--- src/hdl/mmn_pkg.sv ---
// ----------------------------------------------------------------------------
// mmn_pkg
// Shared types and constants for the min-max normalizer.
// ----------------------------------------------------------------------------
package mmn_pkg;

    localparam int SAMPLE_W   = 32;
    localparam int GAIN_BITS  = 16;
    localparam int GAIN_FRAC  = 8;
    localparam int SCALE_BITS = 24;

    localparam logic [GAIN_BITS-1:0] GAIN_RESET = 16'd256;

    localparam logic MODE_SCAN  = 1'b0;
    localparam logic MODE_XFORM = 1'b1;

    typedef struct packed {
        logic                       mode;
        logic                       first;
        logic signed [SAMPLE_W-1:0] sample;
    } t_in_item;

    typedef struct packed {
        logic [SCALE_BITS-1:0] scaled;
        logic                  degenerate;
    } t_out_item;

    typedef struct packed {
        logic                  start;
        logic [SCALE_BITS-1:0] mul;
    } t_div_req;

    typedef struct packed {
        logic                  done;
        logic [SCALE_BITS-1:0] quot;
    } t_div_res;

endpackage

--- src/hdl/min_max_normalizer.sv ---
// A scan transaction (mode 0) updates the running minimum and maximum in the
// cycle it is accepted and the block is ready again at once. A transform
// transaction (mode 1) that needs a division passes through S_CHECK, S_DIV
// and S_DONE until its result sits in the output register; the block is
// ready again in the cycle after that. The accept cycle forms the offset and
// range, S_CHECK classifies the sample and starts the divider, the divider
// takes one multiplier bit per cycle over 24 bits, S_DIV takes back the
// quotient and S_DONE moves it to the output register. A transform with no
// range or with the sample at or outside the range skips the divider and S_DIV.
// The result register holds a finished result until it is taken; a new result
// waits for it to empty. Gain may be written only while the block is idle.
// ----------------------------------------------------------------------------
// min_max_normalizer
// Two-pass min-max normalizer with running min/max tracking and an iterative
// scaled divider for the transform pass.
// ----------------------------------------------------------------------------
module min_max_normalizer
    import mmn_pkg::*;
#(
    parameter int SAMPLE_BITS = 32
) (
    input  logic                 i_clk,
    input  logic                 i_rst_n,
    input  logic                 i_in_valid,
    output logic                 o_in_ready,
    input  t_in_item             i_in_data,
    output logic                 o_out_valid,
    input  logic                 i_out_ready,
    output t_out_item            o_out_data,
    input  logic                 i_cfg_we,
    input  logic [GAIN_BITS-1:0] i_cfg_wdata
);

    localparam int XW = (SAMPLE_BITS > SAMPLE_W) ? SAMPLE_BITS : SAMPLE_W;
    localparam int DW = SAMPLE_BITS + 1;

    localparam logic signed [SAMPLE_BITS-1:0] MIN_RESET = {1'b0, {(SAMPLE_BITS-1){1'b1}}};
    localparam logic signed [SAMPLE_BITS-1:0] MAX_RESET = {1'b1, {(SAMPLE_BITS-1){1'b0}}};

    typedef enum logic [3:0] {
        S_IDLE  = 4'b0001,
        S_CHECK = 4'b0010,
        S_DIV   = 4'b0100,
        S_DONE  = 4'b1000
    } t_state;

    t_state                         r_state, n_state;
    logic [GAIN_BITS-1:0]           r_gain, n_gain;
    logic signed [SAMPLE_BITS-1:0]  r_min, n_min;
    logic signed [SAMPLE_BITS-1:0]  r_max, n_max;
    logic signed [DW-1:0]           r_num, n_num;
    logic signed [DW-1:0]           r_den, n_den;
    t_out_item                      r_res, n_res;
    logic                           r_out_valid, n_out_valid;
    t_out_item                      r_out, n_out;

    logic [XW-1:0]                  w_raw;
    logic signed [SAMPLE_BITS-1:0]  w_val;
    logic                           w_accept;
    logic [DW:0]                    w_cmp;
    logic                           w_den_le0;
    logic                           w_num_le0;
    logic                           w_num_ge;
    logic [SCALE_BITS-1:0]          w_full;
    t_div_req                       w_req;
    t_div_res                       w_res;

    // missing high bits of a wide sample read as zero
    assign w_raw    = XW'($unsigned(i_in_data.sample));
    assign w_val    = signed'(w_raw[SAMPLE_BITS-1:0]);
    assign w_accept = i_in_valid && o_in_ready;
    assign w_full   = {r_gain, {GAIN_FRAC{1'b0}}};

    assign w_cmp     = (DW+1)'(r_num) - (DW+1)'(r_den);
    assign w_den_le0 = r_den[DW-1] || (r_den == '0);
    assign w_num_le0 = r_num[DW-1] || (r_num == '0);
    assign w_num_ge  = !w_cmp[DW];

    always_comb begin
        n_state     = r_state;
        n_gain      = i_cfg_we ? i_cfg_wdata : r_gain;
        n_min       = r_min;
        n_max       = r_max;
        n_num       = r_num;
        n_den       = r_den;
        n_res       = r_res;
        n_out_valid = r_out_valid && !i_out_ready;
        n_out       = r_out;
        w_req.start = 1'b0;
        w_req.mul   = w_full;

        unique case (r_state)
            S_IDLE: begin
                if (w_accept) begin
                    if (i_in_data.mode == MODE_SCAN) begin
                        if (i_in_data.first) begin
                            n_min = w_val;
                            n_max = w_val;
                        end else begin
                            if (w_val < r_min) n_min = w_val;
                            if (w_val > r_max) n_max = w_val;
                        end
                    end else begin
                        n_num   = DW'(w_val) - DW'(r_min);
                        n_den   = DW'(r_max) - DW'(r_min);
                        n_state = S_CHECK;
                    end
                end
            end
            S_CHECK: begin
                n_state = S_DONE;
                if (w_den_le0) begin
                    n_res.scaled     = '0;
                    n_res.degenerate = 1'b1;
                end else if (w_num_le0) begin
                    n_res.scaled     = '0;
                    n_res.degenerate = 1'b0;
                end else if (w_num_ge) begin
                    n_res.scaled     = w_full;
                    n_res.degenerate = 1'b0;
                end else begin
                    w_req.start = 1'b1;
                    n_state     = S_DIV;
                end
            end
            S_DIV: begin
                if (w_res.done) begin
                    n_res.scaled     = w_res.quot;
                    n_res.degenerate = 1'b0;
                    n_state          = S_DONE;
                end
            end
            S_DONE: begin
                if (!r_out_valid || i_out_ready) begin
                    n_out       = r_res;
                    n_out_valid = 1'b1;
                    n_state     = S_IDLE;
                end
            end
            default: n_state = S_IDLE;
        endcase
    end

    always_ff @(posedge i_clk) begin
        if (!i_rst_n) begin
            r_state     <= S_IDLE;
            r_gain      <= GAIN_RESET;
            r_min       <= MIN_RESET;
            r_max       <= MAX_RESET;
            r_out_valid <= 1'b0;
        end else begin
            r_state     <= n_state;
            r_gain      <= n_gain;
            r_min       <= n_min;
            r_max       <= n_max;
            r_out_valid <= n_out_valid;
        end
        r_num <= n_num;
        r_den <= n_den;
        r_res <= n_res;
        r_out <= n_out;
    end

    // operands are in (0, den) whenever the divider is started
    mmn_div_unit #(
        .SAMPLE_BITS(SAMPLE_BITS)
    ) u_div (
        .i_clk   (i_clk),
        .i_rst_n (i_rst_n),
        .i_req   (w_req),
        .i_num   (r_num[SAMPLE_BITS-1:0]),
        .i_den   (r_den[SAMPLE_BITS-1:0]),
        .o_res   (w_res)
    );

    assign o_in_ready  = (r_state == S_IDLE);
    assign o_out_valid = r_out_valid;
    assign o_out_data  = r_out;

endmodule

--- src/hdl/mmn_div_unit.sv ---
// ----------------------------------------------------------------------------
// mmn_div_unit
// Iterative scaled divider: floor(num * mul / den) for num < den, one
// multiplier bit per cycle with a shared add and dual compare-subtract.
// ----------------------------------------------------------------------------
module mmn_div_unit
    import mmn_pkg::*;
#(
    parameter int SAMPLE_BITS = 32
) (
    input  logic                   i_clk,
    input  logic                   i_rst_n,
    input  t_div_req               i_req,
    input  logic [SAMPLE_BITS-1:0] i_num,
    input  logic [SAMPLE_BITS-1:0] i_den,
    output t_div_res               o_res
);

    localparam int RW = SAMPLE_BITS + 2;
    localparam int CW = $clog2(SCALE_BITS);

    logic                   r_busy, n_busy;
    logic                   r_done, n_done;
    logic [CW-1:0]          r_cnt, n_cnt;
    logic [SAMPLE_BITS-1:0] r_rem, n_rem;
    logic [SCALE_BITS-1:0]  r_quot, n_quot;
    logic [SCALE_BITS-1:0]  r_mul, n_mul;
    logic [SAMPLE_BITS-1:0] r_num, n_num;
    logic [SAMPLE_BITS-1:0] r_den, n_den;

    logic [RW-1:0] w_sum;
    logic [RW:0]   w_d1;
    logic [RW:0]   w_d2;

    // remainder stays below den, so 2r + num < 3 den and at most two subtracts
    assign w_sum = RW'({r_rem, 1'b0}) + (r_mul[SCALE_BITS-1] ? RW'(r_num) : RW'(0));
    assign w_d1  = (RW+1)'(w_sum) - (RW+1)'(r_den);
    assign w_d2  = (RW+1)'(w_sum) - (RW+1)'({r_den, 1'b0});

    always_comb begin
        n_busy = r_busy;
        n_done = 1'b0;
        n_cnt  = r_cnt;
        n_rem  = r_rem;
        n_quot = r_quot;
        n_mul  = r_mul;
        n_num  = r_num;
        n_den  = r_den;
        if (i_req.start) begin
            n_busy = 1'b1;
            n_cnt  = '0;
            n_rem  = '0;
            n_quot = '0;
            n_mul  = i_req.mul;
            n_num  = i_num;
            n_den  = i_den;
        end else if (r_busy) begin
            n_mul = {r_mul[SCALE_BITS-2:0], 1'b0};
            if (!w_d2[RW]) begin
                n_rem  = w_d2[SAMPLE_BITS-1:0];
                n_quot = {r_quot[SCALE_BITS-2:0], 1'b0} + SCALE_BITS'(2);
            end else if (!w_d1[RW]) begin
                n_rem  = w_d1[SAMPLE_BITS-1:0];
                n_quot = {r_quot[SCALE_BITS-2:0], 1'b1};
            end else begin
                n_rem  = w_sum[SAMPLE_BITS-1:0];
                n_quot = {r_quot[SCALE_BITS-2:0], 1'b0};
            end
            n_cnt = r_cnt + CW'(1);
            if (r_cnt == CW'(SCALE_BITS - 1)) begin
                n_busy = 1'b0;
                n_done = 1'b1;
            end
        end
    end

    always_ff @(posedge i_clk) begin
        if (!i_rst_n) begin
            r_busy <= 1'b0;
            r_done <= 1'b0;
            r_cnt  <= '0;
        end else begin
            r_busy <= n_busy;
            r_done <= n_done;
            r_cnt  <= n_cnt;
        end
        r_rem  <= n_rem;
        r_quot <= n_quot;
        r_mul  <= n_mul;
        r_num  <= n_num;
        r_den  <= n_den;
    end

    assign o_res.done = r_done;
    assign o_res.quot = r_quot;

endmodule

--- config.mk ---
export PLATFORM = sky130hd
export DESIGN_NAME = min_max_normalizer
export DESIGN_NICKNAME = d
export VERILOG_FILES = /design/src/hdl/mmn_pkg.sv /design/src/hdl/min_max_normalizer.sv /design/src/hdl/mmn_div_unit.sv
export SDC_FILE = /design/constraint.sdc
export NUM_CORES = 1
export LEC_CHECK = 0
export BUFFER_PORTS_ARGS = -buffer_cell sky130_fd_sc_hd__buf_2
export CAP_MARGIN = 20
export CORE_UTILIZATION = 55
export CTS_BUF_LIST = sky130_fd_sc_hd__clkbuf_4 sky130_fd_sc_hd__clkbuf_8 sky130_fd_sc_hd__clkbuf_16
export CTS_CLUSTER_SIZE = 28
export DETAILED_ROUTE_END_ITERATION = 16
export PLACE_DENSITY_LB_ADDON = 0.12
export SYNTH_ARGS = -nofsm -noshare
export SYNTH_HDL_FRONTEND = slang
export SYNTH_HIERARCHICAL = 1
export SYNTH_SLANG_ARGS = --single-unit
--- constraint.sdc ---
create_clock -name i_clk -period 7.55 [get_ports i_clk]
set_input_delay 1.1325 -clock i_clk [delete_from_list [all_inputs] [get_ports i_clk]]
set_output_delay 1.1325 -clock i_clk [all_outputs]
set_load 0.01 [all_outputs]
# [Yosys cells after proc, flatten, opt, wreduce, memory -nomap -nowiden]
# Index checks and enable logic that the tools add are counted.
[op_classes] reduce_logical=21 add_sub_neg=8 eq_ne=10 bitwise=3 mux=34 n_lt_le_gt_ge=2
[ops] operator="$mux W32" count=7
[ops] operator="$mux W25" count=4
[ops] operator="$mux W24" count=3
[ops] operator="$logic_not A33 Y1" count=2
[ops] operator="$sub A32 B32 Y33" count=2
[ops] operator="$pmux W25 S2" count=1
[ops] operator="$sub A34 B32 Y35" count=1
[ops] operator="$sub A34 B33 Y35" count=1
[ops] operator="$add A33 B34 Y34" count=1
[ops] operator="$sub A33 B33 Y34" count=1
[ops] operator="$gt A32 B32 Y1" count=1
[ops] operator="$lt A32 B32 Y1" count=1
[ops] operator="$mux W4" count=7
[ops] operator="$add A24 B2 Y24 const B" count=1
[ops] operator="$pmux W4 S4" count=1
[ops] operator="$reduce_and A4 Y1" count=3
[ops] operator="$mux W1" count=11
[ops] operator="$reduce_bool A2 Y1" count=4
[ops] operator="$ne A2 B1 Y1 const B" count=3
[ops] operator="$reduce_and A3 Y1" count=2
[ops] operator="$add A5 B1 Y5 const B" count=1
[ops] operator="$eq A5 B5 Y1 const B" count=1
[ops] operator="$eq A4 B1 Y1 const B" count=1
[ops] operator="$eq A4 B2 Y1 const B" count=1
[ops] operator="11 further kinds" count=17
[word_totals] output_inout_bits=27 word_cells=97 reg_bits=344 in_bits=55

# [Depth between registers and ports, before layout]
[logic_depth] ltp_word=6 mapped_depth=25 mapped_depth_nobuf=22

# [By module]
# Netlist, hierarchy kept.
[by_module_without_submodules] mod="min_max_normalizer" area_each_um2=12423.2 seq_area_each_um2=5185.0 n_inst=1 cells_per_inst=1280
[by_module_without_submodules] mod="mmn_div_unit" area_each_um2=11537.3 seq_area_each_um2=3903.7 n_inst=1 cells_per_inst=1281

# [Least setup slack after synthesis]
# No wires, ideal clock.
[synth_timing] path_kind="register to register" startpoint="reg r_num[22] (netlist name)" endpoint="reg r_res[0] in the netlist's numbering (enable)" arrival_time_ns=5.605 path_stages_with_launch=10 period_less_slack_ns=6.147 setup_slack_ns=1.403 path_buffers=0 setup_time_ns=0.542 required_time_ns=7.008 cell_sequence="edfxtp_1 ha_1 a21o_1 a21o_1 a221o_1 a2111oi_2 a21oi_1 o41a_1 nor4b_4 nor2_1"
[synth_rtl] item="to (signal assigned)" line_no="min_max_normalizer.sv:160" source="r_res <= n_res;"
[synth_rtl] item="to (decl)" line_no="min_max_normalizer.sv:53" source="t_out_item r_res, n_res;"

# [Worst setup path after layout]
[layout_timing] startpoint="reg u_div.r_mul[23]" endpoint="reg u_div.r_rem[30]"
[layout_via] elab_chain_len=5 word_cells_on_any_way=6 classes_between="add/sub (3); mux (3)"
[layout_rtl] item="from (decl)" line_no="mmn_div_unit.sv:27" source="logic [SCALE_BITS-1:0] r_mul, n_mul;"
[layout_rtl] item="from (signal assigned)" line_no="mmn_div_unit.sv:89" source="r_mul <= n_mul;"
[layout_rtl] item="$mux W32 (*)" line_no="mmn_div_unit.sv:36" source="assign w_sum = RW'({r_rem, 1'b0}) + (r_mul[SCALE_BITS-1] ? RW'(r_num) : RW'(0));"
[layout_rtl] item="$add A33 B34 Y34 (*)" line_no="mmn_div_unit.sv:36"
[layout_rtl] item="$sub A34 B32 Y35" line_no="mmn_div_unit.sv:37" source="assign w_d1 = (RW+1)'(w_sum) - (RW+1)'(r_den);"
[layout_rtl] item="$mux W32" line_no="mmn_div_unit.sv:62" source="end else if (!w_d1[RW]) begin"
[layout_rtl] item="$mux W32 (*)" line_no="mmn_div_unit.sv:59" source="if (!w_d2[RW]) begin"
[layout_rtl] item="to (signal assigned)" line_no="mmn_div_unit.sv:87" source="r_rem <= n_rem;"
[layout_rtl] item="to (decl)" line_no="mmn_div_unit.sv:25" source="logic [SAMPLE_BITS-1:0] r_rem, n_rem;"
# Mark *: on every way between the ends. The rest lies on a longest branch, timed or not.
# A chain may end at the register's enable or synchronous reset.

==> flow_summary_export.csv <==
group,metric,value,unit
worst_setup_path,cp-end-kind,"flop",
worst_setup_path,required,8020,ps
placed_design,post_dp_cell_area,0.02487,mm^2
worst_setup_path,crit_type,"flop to flop",
placed_design,place.gp.congestion,0.9747,
synth,ys_types,98,
placed_design,portBuffers,81,
cells_and_area,finalNonFillerCells,3237,
power,power_leakage,10.92,nW
clock_tree,h-tree-depth,2,
drt,avgViaCountPerCell,5.975,
worst_setup_path,path_cells,"and2_1 -> ha_1 -> inv_1 -> fa_1 -> nand2b_1 -> a21oi_1 -> o41a_1 -> a21oi_2 -> o41ai_1 -> a31oi_1 -> xnor2_1 -> ha_1 -> a211oi_1 -> o22ai_1 -> o22a_1 -> nand2_1 -> and3_1 -> nor3_1 -> buf_4 -> nor2_2 -> nand2_1 -> o221ai_1",
global_routing,busiest_layer,"met2",
synth,ys_async_sr_fraction,0,%
placed_design,dp_hpwl,47030,um
synth,synth-edff-count,204,
drt,wl,60960,um
synth,yosysSeqAreaShare,37.93,%
clock_tree,post-cts-setup-buffers,0,
sta,tns,0,ps
power,ir_drop,168.7,uV
synth,synth-main-ff-cell,"edfxtp_1",
global_routing,globalRouteOverflowTotal,0,
clock_tree,cts_made_buffers,38,
floorplanning,core_area,0.04298,mm^2
global_routing,grt_max_degree,110,
floorplanning,die_h,210.7,um
synth,synth_top_cells_by_area,"edfxtp_1 26%, dfxtp_1 12%, ha_1 12%, nand2_1 3.7%, mux2i_1 3.6%",
drt,drc,0,
clock_tree,ctsLongestPathBuffers,3,
sta,setup_viol,0,
drt,ant_nets,0,
worst_setup_path,slowest_delay,790,ps
clock_tree,clk_latency,560,ps
sta,period_share,89.15,%
sta,fin_skew,23.78,ps
clock_tree,cts_hold_buf,0,
sta,tightest_slew,1021,ps
cells_and_area,nets,2908,
cells_and_area,regArea,0.009090,mm^2
outcome,status,"finished, final reports clean",
drt,wl_per_cell,18.83,um
cells_and_area,multi_input_area,0.01378,mm^2
floorplanning,ios,82,
clock_tree,cts_resized,0,
worst_setup_path,cp_slowest_cell,"edfxtp_1",
global_routing,use_met1,40.54,%
power,power_density,263.2,mW/mm^2
synth,synth_area,0.02396,mm^2
sta,rsz0062_at_grt,"false",
synth,synth.avg_cell_area,9.356,um^2
sta,hold_viol,0,
worst_setup_path,cp_data_arrival_time,7200,ps
synth,synth_seq_cells,352,
clock_tree,clk_pin_slew,70,ps
worst_setup_path,cp-start-kind,"flop",
hold_path,hold_path.class,"flop to flop",
sta,period_needed,6731,ps
sta,slew_viol_final,0,
cells_and_area,fillerInstances,3708,
clock_tree,clock-sinks,352,
floorplanning,die_area,0.04440,mm^2
cells_and_area,drive_above_1_share,8.710,%
global_routing,grt_pass1_wl,96530,um
global_routing,grt_use_met3,3.494,%
cells_and_area,syn2layout_area_growth,9.159,%
power,totalPowerFinal,0.006885,W
clock_tree,root_buffer,"clkbuf_16",
job,drv_cap,0,
floorplanning,rows,76,
drt,dr.pass1.iters,7,
clock_tree,cts_tree,"yes",
global_routing,grt_pass1_vias,18270,
synth,synth_top_area_share,25.57,%
cells_and_area,insertedDiodeCount,0,
global_routing,grt.met2_usage,42.03,%
placed_design,post-place-cells,3167,
floorplanning,initial_core_util,55.75,%
global_routing,antenna_found_initial,0,
drt,drt-initial-drc-count,1484,
global_routing,track_usage,27.31,%
synth,yosysWarnings,6,
cells_and_area,fin_area,0.02616,mm^2
sta,max-slew-margin-rel,31.83,%
synth,synth.most_common_cell,"nand2_1",
sta,fmax,148.6,MHz
synth,synth_common_cells,"233 x nand2_1, 226 x ha_1, 204 x edfxtp_1, 193 x inv_1, 171 x a21oi_1",
worst_setup_path,worstPathMaxFanout,32,
drt,num_vias,19340,
synth,yosys.area.top_type,"edfxtp_1",
floorplanning,chipWidth,210.7,um
synth,postSynthCellCount,2561,
-- registers in the layout (all words and copies together), names as in the netlist, 24 cells and up --
| name | flops |
|---|---|
| o_out_data | 25 |
| u_div/r_rem | 32 |
| r_num | 33 |
| r_den | 33 |
| r_max | 32 |
| u_div/r_quot | 24 |
| u_div/r_num | 32 |
| u_div/r_mul | 24 |
| r_res | 25 |
| r_min | 32 |
| u_div/r_den | 32 |
-- layer usage --
| metal | vias up | share of wire [%] | wire [um] |
|---|---|---|---|
| li1 | 9484 | - | - |
| met2 | 639 | 44 | 26530 |
| met1 | 9132 | 49 | 29630 |
| met5 | - | 0 | 0 |
| met3 | 85 | 5.8 | 3548 |
| met4 | 0 | 2.0 | 1246 |
-- placed cells by master, fill, tap and decap left out, types with 58 or more instances in the layout --
master    netlist  final
nand2_1       233    233
ha_1          226    226
edfxtp_1      204    204
inv_1         193    193
a21oi_1       171    171
dfxtp_1       148    147
nor2_1        148    146
o21ai_0       100    100
nor2b_1        94     93
xnor2_1        92     92
mux2i_1        87     87
buf_2          17     80
a21o_1         78     78
a211oi_1       58     58
-- cell families after synthesis --
| family | count (synthesis) | share of synthesized area (%) |
|---|---|---|
| adder cells (fa/ha/maj) | 231 | 12.22 |
| other | 1 | 0.01565 |
| AO/OA/AOI/OAI | 685 | 19.25 |
| XOR/XNOR | 133 | 4.862 |
| buffers and inverters | 277 | 4.762 |
| multiplexers | 110 | 4.715 |
| flip-flops | 352 | 37.93 |
| AND/OR/NAND/NOR | 772 | 16.24 |
-- metrics by stage --
step,utilization (%),setup WS (ps),hold WS (ps)
floorplan,-,1403,400.3
global placement,57.85,1270,400.2
detailed placement,57.85,955.4,405.2
CTS,60.85,897.2,419.7
global route,60.85,200.4,423.2
finish,60.85,819.4,417.9
-- area by class of cell --
cell class                      instances  share of cell area (%)
Clock inverter                         25                   1.067
Clock buffer                           45                   3.861
Timing Repair Buffer                   98                   2.047
Multi-Input combinational cell       1939                   52.70
Tap cell                              585                   2.799
Sequential cell                       352                   34.75
Inverter                              193                   2.770
-- worst paths after layout --
path / startpoint / endpoint / cells after the start / slack, ps
worst max register to register: u_div/r_mul[23] / u_div/r_rem[30] / 22 / 820
worst max-delay path: u_div/r_mul[23] / u_div/r_rem[30] / 22 / 820
worst min register to register: r_res[7] / o_out_data[7] / 0 / 420
worst min-delay path: r_res[7] / o_out_data[7] / 0 / 420
-- report_power, final --
group,internal [W],switching (W)
combinational,0.00104,0.00163
clock,0.00111,0.000783
sequential,0.00218,0.000145
-- critical path, delay by kind of cell, from the launching register on --
kind | cells | cell delay [ps]
compound gates | 9 | 2230
simple gates | 7 | 1930
fa+ha+maj | 3 | 990
flops | 1 | 790
xor+xnor | 1 | 440
buf+inv | 2 | 240
(Power assumes the default switching activity.)
